File: src/hw/rtl/ystc_pkg.sv
`timescale 1ns / 1ps

package ystc_pkg;

  localparam int HEAD_W           = 16;
  localparam int CNT_W            = 9;
  localparam int QUO_W            = 8;
  localparam int MAX_SEGMENTS_DEF = 256;

  localparam logic [HEAD_W-1:0] SEG_SIZE_RST = 16'd2048;
  localparam logic [HEAD_W-1:0] SEG_SIZE_MIN = 16'd256;
  localparam logic [CNT_W-1:0]  REQ_SEG_RST  = 9'd32;

  localparam logic REG_SEGMENT_SIZE      = 1'b0;
  localparam logic REG_REQUIRED_SEGMENTS = 1'b1;

  localparam logic OP_START  = 1'b0;
  localparam logic OP_SAMPLE = 1'b1;

endpackage

File: src/hw/rtl/ystc_ram.sv
`timescale 1ns / 1ps

module ystc_ram #(
  parameter int WIDTH = 1,
  parameter int DEPTH = 256
) (
  input  logic                     clk,
  input  logic                     wr_en,
  input  logic [$clog2(DEPTH)-1:0] wr_addr,
  input  logic [WIDTH-1:0]         wr_data,
  input  logic [$clog2(DEPTH)-1:0] rd_addr,
  output logic [WIDTH-1:0]         rd_data
);

  logic [WIDTH-1:0] mem [DEPTH];

  always_ff @(posedge clk) begin
    if (wr_en) begin
      mem[wr_addr] <= wr_data;
    end
    rd_data <= mem[rd_addr];
  end

endmodule

File: src/hw/rtl/yaw_sweep_coverage_tracker.sv
`timescale 1ns / 1ps
// A sample walks ceil(|heading change| / segment size) segment steps, at most 128;
// each step is a read-modify-write of the segment map RAM, and the segment index comes from
// a bit-serial division, repeated when the walk wraps.
// A start clears the map RAM one entry per cycle before its result is issued.
// One transaction at a time; the next is accepted from the cycle after the previous result loads.
// Reset: synchronous, active low; a full map clear follows, with in_tready low.
module yaw_sweep_coverage_tracker import ystc_pkg::*; #(
  parameter int MAX_SEGMENTS = MAX_SEGMENTS_DEF
) (
  input  logic        clk,
  input  logic        rst_n,
  input  logic        in_tvalid,
  output logic        in_tready,
  input  logic [15:0] in_tdata,   // [15:0] heading
  input  logic        in_tuser,   // [0] operation
  output logic        out_tvalid,
  input  logic        out_tready,
  output logic [15:0] out_tdata,  // [0] sweep_done, [9:1] visited_count, [15:10] zero
  input  logic        cfg_valid,
  output logic        cfg_ready,
  input  logic        cfg_index,
  input  logic [15:0] cfg_data
);

  localparam int AW = $clog2(MAX_SEGMENTS);
  localparam int EW = (AW > QUO_W) ? AW : QUO_W;

  typedef enum logic [2:0] {
    S_CLEAR,
    S_IDLE,
    S_DIV,
    S_WALK,
    S_DRAIN,
    S_FIN
  } state_t;

  state_t              state_r;
  logic [AW-1:0]       clr_idx_r;
  logic                start_pend_r;
  logic [HEAD_W-1:0]   seg_r;
  logic [CNT_W-1:0]    req_r;
  logic [HEAD_W-1:0]   last_r;
  logic [CNT_W-1:0]    total_r;
  logic                done_r;
  logic [HEAD_W-1:0]   a_r;
  logic                neg_r;
  logic [HEAD_W-1:0]   mag_r;
  logic [HEAD_W:0]     off_r;
  logic [HEAD_W-1:0]   rem_r;
  logic [QUO_W-1:0]    q_r;
  logic [2:0]          dcnt_r;
  logic                chk_v_r;
  logic [AW-1:0]       chk_addr_r;
  logic                fwd_v_r;
  logic [AW-1:0]       fwd_addr_r;
  logic                out_tvalid_r;
  logic                out_done_r;
  logic [CNT_W-1:0]    out_count_r;

  logic [HEAD_W-1:0]   seg_eff;
  logic [HEAD_W-1:0]   diff;
  logic                neg_in;
  logic [HEAD_W-1:0]   mag_in;
  logic [HEAD_W:0]     step_sum;
  logic [HEAD_W:0]     off_next;
  logic                last_step;
  logic [EW-1:0]       q_ext;
  logic                q_ok;
  logic [7:0]          a_lo;
  logic [HEAD_W:0]     div_try;
  logic                div_ge;
  logic [0:0]          rd_data;
  logic                fwd_hit;
  logic                new_mark;
  logic                wr_en;
  logic [AW-1:0]       wr_addr;
  logic [0:0]          wr_data;
  logic [CNT_W-1:0]    total_nxt;

  assign seg_eff  = (seg_r < SEG_SIZE_MIN) ? SEG_SIZE_MIN : seg_r;
  assign diff     = in_tdata - last_r;
  assign neg_in   = (diff == 16'h8000) ? (in_tdata < last_r) : diff[HEAD_W-1];
  assign mag_in   = neg_in ? (~diff + 16'd1) : diff;

  assign step_sum  = neg_r ? ({1'b0, a_r} - {1'b0, seg_eff}) : ({1'b0, a_r} + {1'b0, seg_eff});
  assign off_next  = off_r + {1'b0, seg_eff};
  assign last_step = off_r >= {1'b0, mag_r};
  assign q_ext     = EW'(q_r);
  assign q_ok      = int'(q_r) < MAX_SEGMENTS;

  assign a_lo    = a_r[7:0];
  assign div_try = {rem_r, a_lo[dcnt_r]};
  assign div_ge  = div_try >= {1'b0, seg_eff};

  assign fwd_hit   = fwd_v_r && (fwd_addr_r == chk_addr_r);
  assign new_mark  = chk_v_r && !(rd_data[0] || fwd_hit);
  assign wr_en     = (state_r == S_CLEAR) || new_mark;
  assign wr_addr   = (state_r == S_CLEAR) ? clr_idx_r : chk_addr_r;
  assign wr_data   = (state_r == S_CLEAR) ? 1'b0 : 1'b1;
  assign total_nxt = (new_mark && (total_r != '1)) ? total_r + 9'd1 : total_r;

  assign in_tready  = (state_r == S_IDLE);
  assign cfg_ready  = 1'b1;
  assign out_tvalid = out_tvalid_r;
  assign out_tdata  = {6'd0, out_count_r, out_done_r};

  ystc_ram #(
    .WIDTH (1),
    .DEPTH (MAX_SEGMENTS)
  ) u_map (
    .clk     (clk),
    .wr_en   (wr_en),
    .wr_addr (wr_addr),
    .wr_data (wr_data),
    .rd_addr (q_ext[AW-1:0]),
    .rd_data (rd_data)
  );

  always_ff @(posedge clk) begin
    if (!rst_n) begin
      state_r      <= S_CLEAR;
      clr_idx_r    <= '0;
      start_pend_r <= 1'b0;
      seg_r        <= SEG_SIZE_RST;
      req_r        <= REQ_SEG_RST;
      last_r       <= '0;
      total_r      <= '0;
      done_r       <= 1'b0;
      chk_v_r      <= 1'b0;
      fwd_v_r      <= 1'b0;
      out_tvalid_r <= 1'b0;
    end else begin
      if (cfg_valid) begin
        case (cfg_index)
          REG_SEGMENT_SIZE:      seg_r <= cfg_data;
          REG_REQUIRED_SEGMENTS: req_r <= cfg_data[CNT_W-1:0];
          default: ;
        endcase
      end

      fwd_v_r    <= new_mark;
      fwd_addr_r <= chk_addr_r;
      chk_v_r    <= 1'b0;
      total_r    <= total_nxt;

      if (out_tvalid_r && out_tready) begin
        out_tvalid_r <= 1'b0;
      end

      case (state_r)
        S_CLEAR: begin
          if (clr_idx_r == AW'(MAX_SEGMENTS - 1)) begin
            clr_idx_r <= '0;
            state_r   <= start_pend_r ? S_FIN : S_IDLE;
          end else begin
            clr_idx_r <= clr_idx_r + 1'b1;
          end
        end
        S_IDLE: begin
          if (in_tvalid) begin
            if (in_tuser == OP_START) begin
              last_r       <= in_tdata;
              total_r      <= '0;
              done_r       <= 1'b0;
              start_pend_r <= 1'b1;
              state_r      <= S_CLEAR;
            end else if (done_r) begin
              state_r <= S_FIN;
            end else begin
              last_r  <= in_tdata;
              a_r     <= last_r;
              neg_r   <= neg_in;
              mag_r   <= mag_in;
              off_r   <= '0;
              rem_r   <= {8'd0, last_r[15:8]};
              dcnt_r  <= 3'd7;
              state_r <= S_DIV;
            end
          end
        end
        S_DIV: begin
          if (div_ge) begin
            rem_r <= HEAD_W'(div_try - {1'b0, seg_eff});
          end else begin
            rem_r <= div_try[HEAD_W-1:0];
          end
          q_r    <= {q_r[QUO_W-2:0], div_ge};
          dcnt_r <= dcnt_r - 3'd1;
          if (dcnt_r == 3'd0) begin
            state_r <= S_WALK;
          end
        end
        S_WALK: begin
          chk_v_r    <= q_ok;
          chk_addr_r <= q_ext[AW-1:0];
          if (last_step) begin
            state_r <= S_DRAIN;
          end else begin
            off_r <= off_next;
            a_r   <= step_sum[HEAD_W-1:0];
            if (step_sum[HEAD_W]) begin
              rem_r   <= {8'd0, step_sum[15:8]};
              dcnt_r  <= 3'd7;
              state_r <= S_DIV;
            end else begin
              q_r <= neg_r ? (q_r - 1'b1) : (q_r + 1'b1);
            end
          end
        end
        S_DRAIN: begin
          done_r  <= total_nxt >= req_r;
          state_r <= S_FIN;
        end
        S_FIN: begin
          if (!out_tvalid_r || out_tready) begin
            out_tvalid_r <= 1'b1;
            out_done_r   <= done_r;
            out_count_r  <= total_r;
            start_pend_r <= 1'b0;
            state_r      <= S_IDLE;
          end
        end
        default: state_r <= S_IDLE;
      endcase
    end
  end

endmodule

File: config.mk
export PLATFORM = sky130hd
export DESIGN_NAME = yaw_sweep_coverage_tracker
export DESIGN_NICKNAME = d
export VERILOG_FILES = /design/src/hw/rtl/ystc_pkg.sv /design/src/hw/rtl/ystc_ram.sv /design/src/hw/rtl/yaw_sweep_coverage_tracker.sv
export SDC_FILE = /design/constraint.sdc
export NUM_CORES = 1
export LEC_CHECK = 0
export BUFFER_PORTS_ARGS = -buffer_cell sky130_fd_sc_hd__clkbuf_2
export CAP_MARGIN = 20
export CORE_MARGIN = 3
export CORE_UTILIZATION = 55
export CTS_CLUSTER_DIAMETER = 120
export CTS_CLUSTER_SIZE = 24
export DETAILED_ROUTE_END_ITERATION = 10
export GPL_ROUTABILITY_DRIVEN = 0
export PLACE_DENSITY = 0.7
export SLEW_MARGIN = 5
export SYNTH_ARGS = -nofsm -noshare
export SYNTH_HDL_FRONTEND = slang
export SYNTH_SLANG_ARGS = --single-unit
File: constraint.sdc
create_clock -name clk -period 7.2 [get_ports clk]
set_input_delay 1.08 -clock clk [delete_from_list [all_inputs] [get_ports clk]]
set_output_delay 1.08 -clock clk [all_outputs]
set_load 0.02 [all_outputs]
### Word-level counts from Yosys, hierarchy flattened

Memories as Yosys holds them, arrays and structs flattened. A register that Yosys moved wholly into a read port is not among the register bits.
Cells that the tools add are included.

* output and inout bits: 19
* register bits: 169
* memories kept: 1
* bits of input ports: 39
* word-level logic and storage cells: 157
* memory bits (writable): 256

* order comparisons: 6
* add/subtract/negate cells: 11
* multiplexer cells: 65
* reduce and logical (&&, ||, !) cells: 28
* equality and inequality tests: 21
* bitwise logic cells: 3

Memory list
* u_map.mem: depth 256, width 1, read ports 1, clocked after Yosys merged registers in 1, write ports 1, line ystc_ram.sv:15 `logic [WIDTH-1:0] mem [DEPTH];`

Operators with widths (number)
* 16-bit 2-to-1 mux: 14
* 17-bit 2-to-1 mux: 5
* 16-bit case mux with 3 select lines: 1
* 3-bit 2-to-1 mux: 14
* 8-bit 2-to-1 mux: 5
* 9-bit 2-to-1 mux: 4
* 17-bit by 16-bit greater-or-equal comparator with 1-bit output: 2
* 17-bit case mux with 2 select lines: 1
* 16-bit case mux with 2 select lines: 1
* 16-bit subtractor: 2
* 2-bit != test, second input constant: 9
* 3-bit case mux with 6 select lines: 1
* 16-bit by 16-bit adder with 17-bit output: 1
* 17-bit by 16-bit adder with 17-bit output: 1
* 16-bit by 16-bit subtractor with 17-bit output: 1
* 16-bit by 1-bit adder with 16-bit output, second input constant: 1
* 8-bit by 1-bit adder with 8-bit output, second input constant: 2
* 16-bit == test, second input constant: 1
* 16-bit less-than comparator: 1
* 16-bit by 9-bit less-than comparator with 1-bit output, second input constant: 1
* 16-bit inverter: 1
* 8-bit case mux with 2 select lines: 1
* 1-bit 2-to-1 mux: 14
* 5-bit AND reduction: 2
* 28 further kinds: 48

### Longest topological paths before layout

Gate-level depths: netlist (run 1).

* word-level depth: 10
* mapped depth: 20
* gate-level depth less buffers: 19

### Cells and area by module

A second synthesis (run 1) with hierarchy kept.

* cell total of the unflattened synthesis: 2102
* area total of the unflattened synthesis: 22875.7 µm²

Modules (own cells, without submodules)
* yaw_sweep_coverage_tracker: area an instance 11747.5 µm², cells an instance 1314, instances 1, seq. area each 4414.2 µm²
* ystc_ram: area an instance 11128.2 µm², cells an instance 788, instances 1, seq. area each 7707.4 µm²

### Worst setup path before layout (run 1)

OpenSTA, ideal clock, no wires.

* path kind: register to register
* from: register state_r[2]
* to: memory u_map.mem[198], enable pin
* buffers on the path: 4
* required time: 6.900 ns
* setup slack: 0.878 ns
* setup time: 0.300 ns
* cell stages (with the launch flop): 11
* data arrival time: 6.022 ns
* period minus slack after synthesis: 6.322 ns
* cells stage by stage: dfxtp_1 > clkbuf_1 > nor3_1 > inv_1 > clkbuf_1 > clkbuf_1 > nand3_1 > nand2_1 > nand2_1 > clkbuf_1 > nor2_1

* longest elaborated chain between the ends: 4
* elaborated cells on any way between the ends: 5
* those cells by class: 3 x mux; 2 x reduce/logical

RTL lines
* start: declaration: line yaw_sweep_coverage_tracker.sv:38 `state_t state_r;`
* start signal: assignment: line yaw_sweep_coverage_tracker.sv:155 `state_r <= start_pend_r ? S_FIN : S_IDLE;`
* 3-bit zero test (*): line yaw_sweep_coverage_tracker.sv:98, yaw_sweep_coverage_tracker.sv:99
* 1-bit logical OR: line yaw_sweep_coverage_tracker.sv:98 `assign wr_en = (state_r == S_CLEAR) || new_mark;`
* 1-bit 2-to-1 mux: line ystc_ram.sv:18 `if (wr_en) begin`
* 1-bit 2-to-1 mux (not written as such): line ystc_ram.sv:19 `mem[wr_addr] <= wr_data;`
* end: declaration: line ystc_ram.sv:15

Mark *: on every way between the ends. The rest lies on a longest branch, timed or not.

### Worst setup path after layout (run 1)

* from: register seg_r[10]
* to: register q_r[1] (netlist: q_ext[1]), enable pin

* longest elaborated chain between the ends: 6
* elaborated cells on any way between the ends: 7
* those cells by class: 2 x add/sub; 1 x order compare; 1 x eq/ne; 2 x mux; 1 x reduce/logical

RTL lines
* start: declaration: line yaw_sweep_coverage_tracker.sv:41 `logic [HEAD_W-1:0] seg_r;`
* start signal: assignment: line yaw_sweep_coverage_tracker.sv:136 `REG_SEGMENT_SIZE: seg_r <= cfg_data;`
* 16-bit by 9-bit less-than comparator with 1-bit output: line yaw_sweep_coverage_tracker.sv:81 `assign seg_eff = (seg_r < SEG_SIZE_MIN) ? SEG_SIZE_MIN : seg_r;`
* 16-bit 2-to-1 mux (*): line yaw_sweep_coverage_tracker.sv:81
* 16-bit by 16-bit adder with 17-bit output or 16-bit by 16-bit subtractor with 17-bit output (tied branches): line yaw_sweep_coverage_tracker.sv:86 `assign step_sum = neg_r ? ({1'b0, a_r} - {1'b0, seg_eff}) : ({1'b0, a_r} + {1'b0, seg_eff});`
* 17-bit 2-to-1 mux (*): line yaw_sweep_coverage_tracker.sv:86
* 2-bit != test (no source line) (*)
* 4-bit AND reduction (no source line) (*)
* end signal: assignment: line yaw_sweep_coverage_tracker.sv:188 `q_r <= {q_r[QUO_W-2:0], div_ge};`
* end signal: assignment: line yaw_sweep_coverage_tracker.sv:207 `q_r <= neg_r ? (q_r - 1'b1) : (q_r + 1'b1);`
* end: declaration: line yaw_sweep_coverage_tracker.sv:51 `logic [QUO_W-1:0] q_r;`

Marks and branches as above.
A chain may end at the register's enable or synchronous reset.

==> results of run 1 <==
[Yosys cell counts, drive strengths merged, types with 4 or more instances]
cell,n
edfxtp,359
clkbuf,81
nor4b,4
and3,10
buf,24
a211oi,12
o211ai,6
inv,99
xnor2,54
nand3,42
nor4,5
mux2i,13
nand4,16
o21ai,76
o21a,11
nand2b,6
fa,5
nor3,38
a21boi,4
xor2,28
nand4b,5
nor3b,4
o31ai,15
nand3b,17
o21bai,8
a21oi,106
nand2,237
o311ai,4
a31oi,15
dfxtp,67
a21o,27
and2,5
nor2,355
o2111ai,7
nor2b,23
o41ai,5
mux2,4
ha,102
or3,11
mux4,87
[worst max-delay path by stage]
stage                     depth (start not counted)        endpoint        from  slack, ps
final                                            18        q_ext[1]   seg_r[10]       1220
after global routing                             18        q_ext[6]   seg_r[10]        860
after CTS                                        18        q_ext[6]   seg_r[10]       1300
after detailed placement                         18        q_ext[6]   seg_r[10]       1320
after global placement                           18        q_ext[6]   seg_r[10]       1490
after floorplan                                  10  u_map.mem[198]  state_r[2]        880
[cells by family (layout without fill, tap and decap cells)]
group,Yosys count,count (layout),share of synthesized area (%)
buffers and inverters,207,200,3.66
multiplexers,104,104,9.41
AND/OR/NAND/NOR,787,787,15.1
other,2,7,0.0331
flip-flops,426,426,53.4
adder cells (fa/ha/maj),107,107,6.07
AO/OA/AOI/OAI,329,329,9.14
XOR/XNOR,82,82,3.17
[routing by layer]
layer	share of wire [%]	vias up	global-route usage, %
met5	0	-	0
met4	3.6	0	7.48
met3	5.7	113	2.52
met2	51	511	42.2
met1	40	7637	31.1
li1	-	7351	-
[where the power goes]
part           internal [mW]  switching, mW  leakage (nW)  total [mW]
combinational          0.483           1.30          4.15        1.79
sequential              3.20         0.0733          3.84        3.27
clock                  0.544          0.760         0.276        1.30
[state kept, by name (all words and copies together), names as in the netlist, 3 cells and up]
signal       count
u_map.mem      256
off_r           17
a_r             16
last_r          16
mag_r           16
rem_r           16
seg_r           16
out_count_r      9
req_r            9
total_r          9
chk_addr_r       8
clr_idx_r        8
fwd_addr_r       8
q_ext            8
dcnt_r           3
state_r          3
[worst max-delay path, stage by stage, from the launching register on]
cell and delay [ps]:
dfxtp_1 390, or4_1 590, nor3_1 280, nand2_1 350, nand2_1 330, ha_1 250, and3_1 190, and2_1 170
a21oi_1 90, xnor2_1 170, ha_1 350, nand2_1 90, or2_2 310, a211oi_1 410, o31ai_1 180, o22a_1 230
a21oi_1 280, nor2_1 70, nor3_1 860
[stage by stage]
step | instances | hold slack, ps | utilization, % | total power, mW
finish | 2567 | 462 | 59.4 | 6.36
detailed placement | 2534 | 447 | 57.8 | 5.08
global placement | 2534 | 444 | 57.8 | 5.02
floorplan | 2049 | 424 | - | 4.63
global route | 2567 | 485 | 59.4 | 6.67
CTS | 2564 | 462 | 59.3 | 6.36
[cell type report]
cell class	count	area (µm²)	share of cell area (%)
well taps	525	657	2.75
clock inverters	2	17.5	0.0732
clock buffers	28	552	2.31
repair buffers	68	418	1.75
inverters	102	388	1.62
flip-flops and latches	426	12100	50.7
multi-input cells	1416	9770	40.8
==> impl_metrics.yaml, run 1 <==
job:
  max_cap_violations: 0
yosys:
  synth_top_area_share_pct: 47.5
  synth-edff-count: 359
  async_reset_ff_share_pct: 0
  postSynthAreaPerCell_um2: 11.1
  yosys.area.top_type: "edfxtp_1"
  netlist_area_um2: 22700
  synth-seq-area-share_pct: 53.4
  yosys-top-cells-area: "edfxtp_1 (48%), mux4_2 (8.6%), dfxtp_1 (5.9%)"
  syn_inst: 2044
  synth_ff_type: "edfxtp_1"
  ys_warn_count: 0
  synth_seq_cells: 426
  ys_types: 73
sta:
  finalHoldViolations: 0
  tightest_slew_ps: 1150
  setup_tns_ps: 0
  relSlewSlack_pct: 22.7
  timing.final.ws_setup_ps: 1220
  rsz0062_at_grt: "no"
  skew_ps: 16.7
  max_clock_freq_ghz: 0.167
  finalCriticalPeriod_ps: 5980
  report.final.slew_viol_count: 0
  finalSetupViolations: 0
  fin_crit_sh_pct: 83.1
grt:
  gr-usage-all-layers_pct: 23.9
  grt_pass1_vias: 15300
  grt_max_degree: 141
  grt_pass1_wl_mm: 83.3
  grt-ovfl-total: 0
  antenna_found_initial: 0
cells_and_area:
  n_fill_cell: 3338
  final_common_cell: "edfxtp_1"
  design_area_um2: 23900
  drive_gt1_share_pct: 9.79
  diodes: 0
  area_growth_syn_to_layout_pct: 5.46
  layout_common_cells: "edfxtp_1 (359), nor2_1 (354), nand2_1 (236), a21oi_1 (105), ha_1 (102)"
  nNetsFinal: 2181
floorplan:
  start_util_pct: 56.3
  ioPinCount: 58
  die_h_um: 209
  core_area_um2: 40300
  rows: 73
  die-area_um2: 43700
  die_x_um: 209
critical_path:
  reg2reg_from: "seg_r[10]"
  crit_path_end_kind: "flip-flop"
  reg2reg_setup_slack_ps: 1220
  start_kind: "flip-flop"
  critical_path_class: "reg -> reg"
  crit_path_max_fanout: 15
  rr_endpoint: "q_ext[1]"
  reg2regPathDepth: 18
  critical_path_arrival_ps: 6170
  required_ps: 7390
clock_network:
  root_buffer: "clkbuf_16"
  worstSkewPairLatency_ps: 560
  cts_max_level: 1
  clockBufferDepth: 3
  cts_hold_buf: 0
  cts_tree: "yes"
  post_cts_buffers: 0
  clock_sink_count: 426
  path_clk_slew_ps: 110
  cts_resized: 0
  numCtsBuffers: 21
placed_design:
  dpl_cell_area_um2: 23300
  dp_hpwl_mm: 35.1
  dp_slack_ps: 1320
  numPortBuffers: 50
routing:
  routed_wirelength_mm: 53.0
  drt_iter0_drc: 1497
  routedWlPerCell_um: 20.6
  ant_nets: 0
  drcViolationCount: 0
  dr_total_vias: 15600
  via_per_inst: 6.08
  first_pass_iters: 6
pwr:
  powerDensity_nw_per_um2: 266
  peakVddDrop_mv: 0.277
  p_leak_nw: 8.26
run_status:
  status: "completed"
min_path:
  min_delay_path_depth: 2
  hold_path_class: "reg -> reg"
  min_from: "last_r[1]"
  min_to: "last_r[1]"
(Power assumes the default switching activity.)
==> run 2, diff against run 1 <==
Settings changed: PLACE_DENSITY 0.7 to 0.72.
Clock period 7.2 ns to 5.3 ns, I/O delays scaled along.
==> run 2 against run 1 <==
  * Sequential share of layout area down 0.13 points
  * Critical path depth is 1 higher
  * Clock power is 41% higher
  * First-iteration DRC count is 6.9% higher
  * Fmax grew 23%
  * Cell count grew 0.19%
  * Clock skew grew 0.53 ps
  * Register-to-register slack lost 770 ps
  * Critical path type unchanged
  * Largest power group unchanged
==> impl_metrics.yaml, run 2 (synthesis gave the netlist of run 1 again) <==
run_status:
  status: "completed"
routing:
  via_per_inst: 6.18
  routed_wirelength_mm: 53.1
  drt_iter0_drc: 1600
  routedWlPerCell_um: 20.7
  dr_total_vias: 15900
  drcViolationCount: 0
  ant_nets: 0
  first_pass_iters: 8
grt:
  grt_pass1_wl_mm: 83.8
  grt_max_degree: 156
  met1_usage_pct: 31.9
  grt_pass1_vias: 15600
  met2_usage_pct: 42.0
  grt-ovfl-total: 0
  busiest_layer: "met2"
  gr-usage-all-layers_pct: 24.0
  grt_use_met3_pct: 2.87
  antenna_found_initial: 0
cells_and_area:
  largest_register_ffs: 256
  layout_common_cells: "edfxtp_1 (359), nor2_1 (354), nand2_1 (236), a21oi_1 (105), ha_1 (102)"
  nNetsFinal: 2186
  top_regs: "u_map.mem: 256 flops, off_r: 17 flops"
  regMostFlops: "u_map.mem"
  diodes: 0
  final_common_cell: "edfxtp_1"
  design_area_um2: 24000
  area_growth_syn_to_layout_pct: 5.74
  drive_gt1_share_pct: 10.2
critical_path:
  required_ps: 5570
  critical_path_class: "reg -> reg"
  reg2reg_setup_slack_ps: 450
  crit_path_max_fanout: 12
  endpoint: "q_ext[2]"
  crit_path_end_kind: "flip-flop"
  reg2regPathDepth: 19
  start_kind: "flip-flop"
  crit_path_start: "seg_r[9]"
  reg2reg_from: "seg_r[9]"
  rr_endpoint: "q_ext[2]"
  critical_path_arrival_ps: 5130
clock_network:
  cts_max_level: 1
  cts_resized: 0
  clockBufferDepth: 3
  numCtsBuffers: 21
  worstSkewPairLatency_ps: 570
  path_clk_slew_ps: 100
  cts_tree: "yes"
  root_buffer: "clkbuf_16"
  post_cts_buffers: 0
  cts_hold_buf: 0
  clock_sink_count: 426
floorplan:
  rows: 73
  core_area_um2: 40300
  ioPinCount: 58
  die-area_um2: 43700
  die_x_um: 209
  start_util_pct: 56.3
  die_h_um: 209
job:
  max_cap_violations: 0
pwr:
  powerDensity_nw_per_um2: 362
  p_leak_nw: 8.30
  peakVddDrop_mv: 0.444
sta:
  max_clock_freq_ghz: 0.206
  fin_crit_sh_pct: 91.5
  finalCriticalPeriod_ps: 4850
  relSlewSlack_pct: 29.2
  tightest_slew_ps: 1060
  skew_ps: 17.2
  rsz0062_at_grt: "no"
  finalHoldViolations: 0
  whs_ps: 456
  report.final.slew_viol_count: 0
  finalSetupViolations: 0
  setup_tns_ps: 0
min_path:
  min_from: "cfg_data[13]"
  hold_path_class: "in -> reg"
placed_design:
  dp_hpwl_mm: 35.6
  numPortBuffers: 50
  dpl_cell_area_um2: 23300
## run 2: worst min-delay path by stage
| stage | cells past startpoint | slack (ps) | end |
|---|---|---|---|
| 2_1_floorplan | 0 | 420 | chk_addr_r[0] |
| 3_3_place_gp | 2 | 440 | last_r[14] |
| 3_5_place_dp | 2 | 450 | last_r[1] |
| 4_1_cts | 3 | 430 | seg_r[13] |
| 5_1_grt | 3 | 450 | seg_r[13] |
| 6_report | 3 | 460 | seg_r[13] |
## run 2: worst max-delay path, stage by stage (launching register included)
cell and delay [ps]:
dfxtp_1 370, or4_1 600, nor3_2 210, nand2_1 160
buf_4 210, o21ai_0 120, and3_1 220, and2_1 170
a21oi_1 90, xnor2_1 180, ha_1 340, nand2_1 90
or2_2 330, a211oi_2 310, o31ai_1 160, o22a_1 240
a21oi_1 300, nor2_1 70, nor3_1 200, buf_4 200
## run 2: layer usage
metal	routed length [µm]	vias up
li1	-	7376
met1	21100	7771
met2	26400	652
met3	3890	99
met4	1680	0
met5	0	-
## run 2: power by group
group / switching (mW) / total, mW / internal [mW]
combinational: 1.77 / 2.40 / 0.625
clock: 1.03 / 1.83 / 0.799
sequential: 0.103 / 4.46 / 4.36
total: 2.91 / 8.69 / 5.78
## run 2: layout make-up
| cell class | count | area, µm² |
|---|---|---|
| clock buffer | 28 | 562 |
| clock inverter | 2 | 38.8 |
| fill | 3251 | 16300 |
| inverter | 102 | 388 |
| multi-input combinational | 1416 | 9780 |
| sequential | 426 | 12100 |
| tap | 525 | 657 |
| timing repair buffer | 73 | 440 |
## run 2: stage by stage
step                util, %  total power, mW  worst slack [ps]  std cells
global route           59.5             9.09              88.2       2572
floorplan                 -             6.24               210       2049
CTS                    59.4             8.69               295       2569
detailed placement     57.9             6.90               348       2539
finish                 59.5             8.69               448       2572
global placement       57.9             6.82               414       2539
==> run 3, diff against run 2 <==
Settings changed: PLACE_DENSITY 0.72 to 0.7.
Clock period 5.3 ns to 6.3 ns, I/O delays scaled along.
==> run 3 against run 2 <==
  * Register-to-register slack improved by 380 ps
  * Die area did not move
  * Clock-buffer cell count rose by 8
  * Final area fell by 0.29%
  * Critical endpoint is now q_ext[3]
  * Largest cell class unchanged
  * Largest power group unchanged
  * Highest routed layer unchanged
==> impl_metrics.yaml, run 3 (synthesis gave the netlist of run 1 again) <==
cells_and_area:
  top_regs: "u_map.mem: 256 flops, off_r: 17 flops"
  n_fill_cell: 3351
  drive_gt1_share_pct: 9.76
  diodes: 0
  layout_common_cells: "edfxtp_1 (359), nor2_1 (354), nand2_1 (236), a21oi_1 (105), ha_1 (102)"
  final_common_cell: "edfxtp_1"
  final_util_pct: 59.4
  largest_register_ffs: 256
  nNetsFinal: 2181
  area_growth_syn_to_layout_pct: 5.44
  regMostFlops: "u_map.mem"
clock_network:
  cts_hold_buf: 0
  clock_sink_count: 426
  cts_resized: 0
  worstSkewPairLatency_ps: 570
  clockBufferDepth: 3
  cts_max_level: 1
  root_buffer: "clkbuf_16"
  post_cts_buffers: 0
  numCtsBuffers: 21
  path_clk_slew_ps: 100
  cts_tree: "yes"
sta:
  finalCriticalPeriod_ps: 5470
  setup_tns_ps: 0
  rsz0062_at_grt: "no"
  finalSetupViolations: 0
  tightest_slew_ps: 1100
  fin_crit_sh_pct: 86.9
  finalHoldViolations: 0
  skew_ps: 16.9
  timing.final.ws_setup_ps: 825
  max_clock_freq_ghz: 0.183
  relSlewSlack_pct: 26.4
  report.final.slew_viol_count: 0
floorplan:
  core_area_um2: 40300
  die_h_um: 209
  ioPinCount: 58
  start_util_pct: 56.3
  die-area_um2: 43700
  die_x_um: 209
  rows: 73
pwr:
  powerDensity_nw_per_um2: 304
  p_leak_nw: 8.26
  peakVddDrop_mv: 0.276
  power.total_mw: 7.27
critical_path:
  reg2regPathDepth: 19
  critical_path_arrival_ps: 5760
  critical_path_class: "reg -> reg"
  crit_path_max_fanout: 15
  start_kind: "flip-flop"
  crit_path_end_kind: "flip-flop"
  required_ps: 6580
routing:
  routed_wirelength_mm: 52.3
  ant_nets: 0
  dr_total_vias: 15600
  routedWlPerCell_um: 20.3
  drcViolationCount: 0
  via_per_inst: 6.06
  drt_iter0_drc: 1456
  first_pass_iters: 5
grt:
  grt_pass1_vias: 15300
  gr-usage-all-layers_pct: 23.8
  grt_max_degree: 153
  grt_pass1_wl_mm: 83.2
  grt-ovfl-total: 0
  antenna_found_initial: 0
job:
  max_cap_violations: 0
placed_design:
  dp_hpwl_mm: 35.2
  numPortBuffers: 50
  dp_slack_ps: 962
run_status:
  status: "completed"
min_path:
  min_delay_path_depth: 2
  hold_path_class: "reg -> reg"
[run 3: power breakdown]
part / internal (mW) / leakage (nW) / switching, mW / total (mW)
clock: 0.641 / 0.285 / 0.870 / 1.51
sequential: 3.67 / 3.84 / 0.0880 / 3.76
combinational: 0.520 / 4.14 / 1.48 / 2.00
total: 4.83 / 8.26 / 2.44 / 7.27
[run 3: stage by stage]
step | instances | instance area [µm²] | hold WS, ps
final | 2575 | 23900 | 460
after global routing | 2575 | 23900 | 482
after CTS | 2573 | 23900 | 461
after detailed placement | 2535 | 23300 | 447
after global placement | 2535 | 23300 | 444
after floorplan | 2049 | 22700 | 424
[run 3: cell type report]
class | instances | area, µm² | share of cell area [%]
flip-flops and latches | 426 | 12100 | 50.7
multi-input cells | 1416 | 9770 | 40.8
well taps | 525 | 657 | 2.75
clock buffers | 36 | 582 | 2.43
inverters | 102 | 388 | 1.62
repair buffers | 68 | 383 | 1.60
clock inverters | 2 | 17.5 | 0.0732
[run 3: critical path, cell delays in order (launching register included)]
cell      delay (ps)
dfxtp_1          390
or4_1            580
nor3_1           310
nand2_1          360
nand2_1          350
ha_1             250
and3_1           200
and2_1           180
a21oi_1           90
xnor2_1          160
ha_1             340
nand2_1           90
or2_2            310
a211oi_1         390
o31ai_1          170
o22a_1           230
a21oi_1          310
nor2_1            70
nor3_1           200
buf_4            210
[run 3: metal layers]
layer  wire length (µm)  global-route usage, %  vias to the layer above
li1                   -                      -                     7361
met1              21500                   31.5                     7672
met2              26300                   41.6                      487
met3               2930                   3.08                       91
met4               1650                   6.95                        0
met5                  0                      0                        -
[run 3: final timing paths]
kind | startpoint | slack [ps] | end
worst min register to register | last_r[14] | 460 | last_r[14]
worst min-delay path | last_r[14] | 460 | last_r[14]
worst max-delay path | seg_r[10] | 830 | q_ext[3]
worst max register to register | seg_r[10] | 830 | q_ext[3]
